`config.mk`:
```
export PLATFORM = sky130hd
export DESIGN_NAME = cdq_ctrl
export DESIGN_NICKNAME = d
export VERILOG_FILES = /design/src/hw/rtl/cdq_pkg.sv /design/src/hw/rtl/cdq_ctrl.sv
export SDC_FILE = /design/constraint.sdc
export NUM_CORES = 1
export LEC_CHECK = 0
export CAP_MARGIN = 20
export CORE_AREA = 2 2 39 41
export CTS_CLUSTER_SIZE = 8
export DETAILED_ROUTE_END_ITERATION = 8
export DIE_AREA = 0 0 41 43
export DONT_BUFFER_PORTS = 1
export GPL_ROUTABILITY_DRIVEN = 0
export PLACE_DENSITY = 0.3
export SETUP_SLACK_MARGIN = 0.3
export SLEW_MARGIN = 20
export SYNTH_ARGS = -nofsm -noshare
export SYNTH_HDL_FRONTEND = slang
export SYNTH_SLANG_ARGS = --single-unit
```
`constraint.sdc`:
```
create_clock -name clk -period 1.4 [get_ports clk]
set_input_delay 0.21 -clock clk [delete_from_list [all_inputs] [get_ports clk]]
set_output_delay 0.21 -clock clk [all_outputs]
set_load 0.01 [all_outputs]
```
`src/hw/rtl/cdq_pkg.sv`:
```
// ----------------------------------------------------------------------------
// cdq_pkg
// Shared codes, field widths and controller command type for the deque.
// ----------------------------------------------------------------------------
package cdq_pkg;

  localparam int OP_W     = 2;
  localparam int WORD_W   = 32;
  localparam int STATUS_W = 2;
  localparam int OCC_W    = 9;

  localparam int S_DATA_W = 40;  // op + word, padded to bytes
  localparam int M_DATA_W = 48;  // status + word + occupancy, padded to bytes

  localparam logic [OP_W-1:0] OP_PUSH_FRONT = 2'd0;
  localparam logic [OP_W-1:0] OP_POP_FRONT  = 2'd1;
  localparam logic [OP_W-1:0] OP_PUSH_BACK  = 2'd2;
  localparam logic [OP_W-1:0] OP_POP_BACK   = 2'd3;

  localparam logic [STATUS_W-1:0] ST_DONE  = 2'd0;
  localparam logic [STATUS_W-1:0] ST_FULL  = 2'd1;
  localparam logic [STATUS_W-1:0] ST_EMPTY = 2'd2;

  typedef struct packed {
    logic capture;  // latch the input beat
    logic exec;     // do the operation, start the store read
    logic load;     // move the result into the output register
  } cdq_cmd_t;

endpackage

```
`src/hw/rtl/cdq_ctrl.sv`:
```
// ----------------------------------------------------------------------------
// cdq_ctrl
// Sequencer: capture, execute, load result; owns both handshakes.
// ----------------------------------------------------------------------------
module cdq_ctrl (
  input  logic              clk,
  input  logic              rst,
  input  logic              s_tvalid,
  output logic              s_tready,
  output logic              m_tvalid,
  input  logic              m_tready,
  output cdq_pkg::cdq_cmd_t cmd
);

  localparam logic [1:0] S_IDLE = 2'd0;
  localparam logic [1:0] S_EXEC = 2'd1;
  localparam logic [1:0] S_LOAD = 2'd2;

  logic [1:0] state;
  logic [1:0] state_next;
  logic       out_valid;
  logic       out_free;

  assign s_tready = (state == S_IDLE);
  assign m_tvalid = out_valid;
  assign out_free = !out_valid || m_tready;

  always_comb begin
    state_next  = state;
    cmd.capture = 1'b0;
    cmd.exec    = 1'b0;
    cmd.load    = 1'b0;
    unique case (state)
      S_IDLE: begin
        if (s_tvalid) begin
          cmd.capture = 1'b1;
          state_next  = S_EXEC;
        end
      end
      S_EXEC: begin
        cmd.exec   = 1'b1;
        state_next = S_LOAD;
      end
      S_LOAD: begin
        // wait here until the output register can take the result
        if (out_free) begin
          cmd.load   = 1'b1;
          state_next = S_IDLE;
        end
      end
      default: state_next = S_IDLE;
    endcase
  end

  always_ff @(posedge clk) begin
    if (rst) begin
      state     <= S_IDLE;
      out_valid <= 1'b0;
    end else begin
      state <= state_next;
      if (cmd.load) begin
        out_valid <= 1'b1;
      end else if (m_tready) begin
        out_valid <= 1'b0;
      end
    end
  end

endmodule

```
* Word level (Yosys, flattened, before mapping)
Cells that the tools add are included.
** Word-level totals
- Register bits after elaboration :: 3
- Output and inout bits :: 5
** Operators by class
- Equal/unequal tests :: 4
- Mux-type cells :: 10
- Reductions and logical operators :: 5
** Operators with widths (count)
- $mux 1 :: 7
- $pmux 2 s3 :: 1
- $mux 2 :: 2
- $ne 2x2->1 const B :: 2
- $eq 2x1->1 const B :: 1
- $eq 2x2->1 const B :: 1
- $logic_not 2->1 :: 1
- $reduce_and 2->1 :: 1
- $reduce_bool 2->1 :: 1
- $logic_not 1->1 :: 1
- $logic_or 1x1->1 :: 1

* Logic depth before layout (Yosys ltp)
Gate-level depths: netlist of the first run.
- Depth after elaboration :: 5
- Gate-level depth with buffers :: 2
- Gate-level depth less buffers :: 2

* Worst setup path before layout of the first run
No wires, ideal clock.
- Path type :: reg-to-output
- Start point :: register state[0]
- End point :: output port cmd[0] (netlist name)
- Data arrival time :: 663 ps
- Required time :: 1190 ps
- Setup slack :: 527 ps
- Stages on the path, launching flop included :: 3
- Cell sequence :: dfxtp_1 -> nand2b_1 -> nor2b_1
** RTL lines
- start, declared :: RTL line cdq_ctrl.sv:19 : logic [1:0] state;
- start signal, assigned :: RTL line cdq_ctrl.sv:60 : state <= state_next;
- end, declared :: RTL line cdq_ctrl.sv:12 : output cdq_pkg::cdq_cmd_t cmd

==> results of run 1 <==
-- through the flow --
step | cells | hold WS [ns] | power [mW]
6_report | 33 | 0.0386 | 0.265
5_1_grt | 33 | 0.0342 | 0.280
4_1_cts | 33 | 0.0369 | 0.272
3_5_place_dp | 29 | 0.282 | 0.116
3_3_place_gp | 29 | 0.281 | 0.116
2_1_floorplan | 13 | 0.279 | 0.113
-- metal layers --
| metal | wire, um | up-vias | part of all wire (%) | global-route usage (%) |
|---|---|---|---|---|
| li1 | - | 53 | - | - |
| met1 | 59 | 53 | 20 | 2.23 |
| met2 | 210 | 2 | 73 | 7.19 |
| met3 | 20 | 0 | 6.9 | 1.57 |
| met4 | 0 | 0 | 0 | 8.00 |
| met5 | 0 | - | 0 | 0 |
-- flip-flops by register name, indices dropped and copies added, names as in the netlist --
signal and cells:
m_tvalid 1, state 2
-- how the worst min path moves through the flow --
stage	start	slack, ns	cells after the start	to
detailed placement	rst	0.28	1	m_tvalid
global placement	rst	0.28	1	m_tvalid
finish	rst	0.04	1	m_tvalid
floorplan	rst	0.28	1	m_tvalid
global route	rst	0.03	1	m_tvalid
CTS	rst	0.04	1	m_tvalid
-- area by class of cell --
| type | instances | share of cell area, % |
|---|---|---|
| Sequential cell | 3 | 30.9 |
| Clock buffer | 4 | 13.0 |
| Tap cell | 16 | 9.88 |
| Multi-Input combinational cell | 10 | 46.3 |
-- power by group --
| group | switching (mW) | leakage (nW) | internal [mW] |
|---|---|---|---|
| logic | 0.00972 | 0.0488 | 0.0127 |
| registers | 0.00564 | 0.0255 | 0.0905 |
| clock network | 0.0403 | 0.0150 | 0.107 |
-- cells by family (layout without fill, tap and decap cells) --
logic type | Yosys count | count (layout) | synth area share [%]
AO/OA/AOI/OAI | 2 | 2 | 10.8
buffers and inverters | 0 | 4 | 0
AND/OR/NAND/NOR | 8 | 8 | 45.9
flip-flops | 3 | 3 | 43.2
-- repair_timing --
action	in CTS	in global routing
pin swaps	0	1
endpoints found under the setup margin	1	2
gates resized for setup	3	2
-- cell usage in the layout, fill, tap and decap left out --
cell type  Yosys  routed
and2b_4        1       1
dfxtp_1        3       1
clkbuf_1       0       1
nor2b_4        0       1
a21oi_1        1       1
nor2_1         1       1
nor2b_1        2       1
nand2b_1       2       1
nand2b_4       0       1
and4bb_1       1       1
o21ba_1        1       1
dfxtp_2        0       2
clkbuf_4       0       3
nor3b_2        1       1
==> results.toml, run 1 <==
[logic_synthesis]
ys_seq_area_share_pct = 43.2
synth_top_cell_by_area = "dfxtp_1"
number_of_synthesized_flops_with_an_enable_pin = 0
syn-cell-area_um2 = 139
syn-num-nets = 17
dominantRegCellSynth = "dfxtp_1"
yosys_warnings = 0
postSynth.asyncResetShare_pct = 0
synthDistinctLibCells = 9
synth.area.top_cells = "dfxtp_1 43%, and4bb_1 9.0%, nand2b_1 9.0%"
ys_seq_elements = 3
synth_most_common_cell = "dfxtp_1"
syn-mean-instance-area_um2 = 10.7
post_synth_most_frequent_cells = "3 x dfxtp_1, 2 x nand2b_1, 2 x nor2b_1"
area_share_of_the_largest_cell_type_after_synthesis_pct = 43.2
synthesis.instances = 13

[global_route]
first_pass_grt_wire_length_um = 476
grt_remaining_overflow = 0
initial_antenna_violation_count = 0
gr-usage-all-layers_pct = 4.50
largest_net_degree_at_the_start_of_global_routing = 6
grt_pass1_vias = 135

[worst_setup_path]
cp.arrival_ns = 0.86
r2r_cell_count = 2
worstSetupStartpoint = "state[1]"
worst_setup_path_category = "reg2out"
timing.critical_path.required_ns = 1.19
worst_r2r_startpoint = "state[1]"
critical_path_peak_fanout = 5
endpoint = "cmd[2]"
r2r-end = "state[1]"
worst_path_largest_cell_delay_ns = 0.34
critical_path.top_delay_family = "flip-flops"
worst-path-stages = 1
critical_path.endpoint_type = "output port"
path_buf_inv = 0
startpoint_type = "flip-flop"
crit_path_cell_trace = "nor3b_2"
worst_path_max_delay_cell = "dfxtp_2"
worst-r2r-setup-slack_ns = 0.53

[clock_tree]
clock-root-buffer = "clkbuf_4"
cts_sinks = 3
clock_latency_ns = 0.23
tritoncts_clock_tree = "done"
cts-buffers-inserted = 3
cts_hold_repair.buffers = 0
post-cts-setup-buffer-count = 0
path_clk_slew_ns = 0.04
clock_tree.buffer_depth = 2
h-tree-depth = 1

[floorplan]
floorplan.core_area_um2 = 1380
ios = 9
die_x_um = 41
core.rowCount = 14
dieArea_um2 = 1760
starting_density_pct = 10.0
fp.dieH_um = 43

[finish]
multiInputGateArea_um2 = 93.8
final_layout_size_suffix_gt1_share_pct = 52.9
num_antenna_cells = 0
layout-area-overhead-vs-synth_pct = 45.9
design.final.nets = 22
area.sequential_um2 = 62.6
finalInstanceArea_um2 = 203
finalCoreUtilization_pct = 14.6
final.fill_count = 163

[detailed_routing]
wire_per_inst_um = 8.76
ant_nets = 0
route.detailed.vias_per_inst = 3.27
drt-total-wl_um = 289
vias = 108
first_iter_violations = 2
route.detailed.drc = 0
drt_pre_antenna_iters = 2

[timing]
rsz0062_at_grt = "yes"
finClkSkew_ns = 0.00385
transition_at_the_pin_with_the_smallest_max_transition_slack_ns = 0.265
setup_total_negative_slack_ns = 0
min_period_ns = 1.07
final-hold-violation-count = 0
achievable-frequency_ghz = 0.939
slew_headroom_pct = 82.3
slack_of_the_critical_path_ns = 0.335
final-setup-viol-count = 0
post_route_fraction_of_the_period_consumed_by_the_critical_path_pct = 76.1
timing.final.max_slew_violations = 0

[placed_design]
post-dp-hpwl_um = 254
pre_cts_slack_ns = 0.461
place_area_um2 = 159
io_buffer_count = 0

[power_and_ir_drop]
vdd_drop_max_v = 0.000155
total_leakage_power_nw = 0.0892
power_per_cell_area_nw_per_um2 = 1310

[hold_path]
hold_path.class = "in2reg"

[outcome]
outcome = "complete, no violations"

[run]
maxCapViolations = 0
Power figures use the tool's default switching activity.
==> run 2, diff against run 1 <==
Clock period 1.4 ns to 0.95 ns, I/O delays scaled along.
==> run 2 against run 1 <==
Against the previous run: the run now ends with setup timing left; combinational power increased by 94%; clock skew decreased by 0.0026 ns; critical path depth increased by 1; sequential cell count unchanged; die area unchanged; via count unchanged; utilization increased by 2.1 points; cell area increased by 14%.
==> results.toml, run 2 (synthesis results as in run 1) <==
[global_route]
largest_net_degree_at_the_start_of_global_routing = 6
grt_pass1_vias = 143
gr-usage-all-layers_pct = 5.71
first_pass_grt_wire_length_um = 607
initial_antenna_violation_count = 0
grt_remaining_overflow = 0

[power_and_ir_drop]
vdd_drop_max_v = 0.000677
netSwitchingFraction_pct = 21.1
total_leakage_power_nw = 0.104
internal_power_uw = 316
power.sequential.fraction_pct = 35.4
share_comb_of_total_power_pct = 10.9
power_per_cell_area_nw_per_um2 = 1730
switching_power_uw = 84.5
power.clock.fraction_pct = 53.8

[finish]
multiInputGateArea_um2 = 101
design.final.nets = 24
area.sequential_um2 = 66.3
mostFrequentLayoutCells = "3 x clkbuf_4, 2 x nand2b_4, 2 x dfxtp_2"
final.fill_count = 164
finalCoreUtilization_pct = 16.7
largest_register_ffs = 2
most_common_cell_after_layout_fill_and_taps_aside = "clkbuf_4"
layout-area-overhead-vs-synth_pct = 66.7
registers.top_by_ff_count = "state"
final_layout_size_suffix_gt1_share_pct = 63.2
num_antenna_cells = 0

[detailed_routing]
route.detailed.vias_per_inst = 3.09
drt-total-wl_um = 323
vias = 108
drt_pre_antenna_iters = 2
route.detailed.drc = 0
wire_per_inst_um = 9.23
ant_nets = 0
first_iter_violations = 1

[placed_design]
pre_cts_slack_ns = 0.106
io_buffer_count = 0

[worst_setup_path]
worstSetupStartpoint = "state[0]"
worst_setup_path_category = "reg2out"
r2r-end = "state[1]"
startpoint_type = "flip-flop"
critical_path.endpoint_type = "output port"
worst-r2r-setup-slack_ns = 0.07
cp.arrival_ns = 0.90
timing.critical_path.required_ns = 0.81
critical_path_peak_fanout = 5
worst_r2r_startpoint = "state[1]"
r2r_cell_count = 2
endpoint = "cmd[2]"

[floorplan]
dieArea_um2 = 1760
core.rowCount = 14
floorplan.core_area_um2 = 1380
ios = 9
starting_density_pct = 10.0
die_x_um = 41
fp.dieH_um = 43

[outcome]
outcome = "finished with violations"
violations = "setup timing"

[clock_tree]
clock_latency_ns = 0.23
cts_sinks = 3
h-tree-depth = 1
clock_tree.buffer_depth = 2
cts-buffers-inserted = 3
clock-root-buffer = "clkbuf_4"
path_clk_slew_ns = 0.03
tritoncts_clock_tree = "done"

[timing]
holdWs_ns = 0.0768
slew_headroom_pct = 85.9
final-hold-violation-count = 0
finClkSkew_ns = 0.00129
transition_at_the_pin_with_the_smallest_max_transition_slack_ns = 0.211
min_period_ns = 1.04
timing.final.max_slew_violations = 0
final-setup-viol-count = 3
rsz0062_at_grt = "yes"
post_route_fraction_of_the_period_consumed_by_the_critical_path_pct = 109
achievable-frequency_ghz = 0.962
slack_of_the_critical_path_ns = -0.0900

[run]
maxCapViolations = 0

[hold_path]
hold_path.class = "in2reg"
==> run 2: cell count changes in the layout (fill, tap and decap cells not counted) <==
cell / previous run / this run
dlygate4sd3_1: 0 / 1
nand2b_1: 1 / 0
dfxtp_4: 0 / 1
dfxtp_1: 1 / 0
buf_4: 0 / 1
nand2b_4: 1 / 2
==> run 2: power groups by stage <==
| stage | sequential, mW | clock [mW] | combinational, mW |
|---|---|---|---|
| after floorplan | 0.141 | 0 | 0.0271 |
| after global placement | 0.143 | 0 | 0.0341 |
| after detailed placement | 0.144 | 0 | 0.0343 |
| after CTS | 0.142 | 0.228 | 0.0442 |
| after global routing | 0.143 | 0.244 | 0.0470 |
| final | 0.142 | 0.215 | 0.0435 |
==> run 2: worst min path at each step <==
| stage | slack [ns] | endpoint | start | cells past startpoint |
|---|---|---|---|---|
| CTS | 0.07 | state[1] | rst | 1 |
| floorplan | 0.21 | state[0] | rst | 1 |
| finish | 0.08 | state[1] | rst | 1 |
| global placement | 0.21 | state[0] | rst | 1 |
| global route | 0.07 | state[1] | rst | 1 |
| detailed placement | 0.21 | state[0] | rst | 1 |
==> run 2: cell type report <==
| class | count | area share (%) |
|---|---|---|
| clock buffers | 4 | 11.4 |
| well taps | 16 | 8.65 |
| flip-flops and latches | 3 | 28.6 |
| repair buffers | 2 | 7.57 |
| multi-input cells | 10 | 43.8 |
==> run 2: timing repair <==
item | CTS | global route
hold buffers | 1 | 0
endpoints found under the setup margin | 8 | 8
setup buffers | 0 | 0
resized for setup | 5 | 0
endpoints found under the hold margin | 2 | 0
==> run 2: stage by stage <==
step                power, mW  cells  TNS [ns]  instance area, um2
floorplan               0.168     13         0                 144
global placement        0.177     30         0                 171
detailed placement      0.178     30         0                 171
CTS                     0.414     35    -0.200                 231
global route            0.434     35    -0.316                 231
finish                  0.401     35    -0.161                 231
==> run 2: worst max-delay path, stage by stage, from the launching register on <==
cell and delay [ns]:
dfxtp_2 0.33, nor3b_2 0.19, buf_4 0.15
==> run 2: per-layer routing <==
metal	track usage, %	up-vias	routed length, um
li1	-	56	-
met1	6.07	43	154
met2	6.25	9	98
met3	7.85	0	70
met4	2.00	0	0
met5	0	-	0
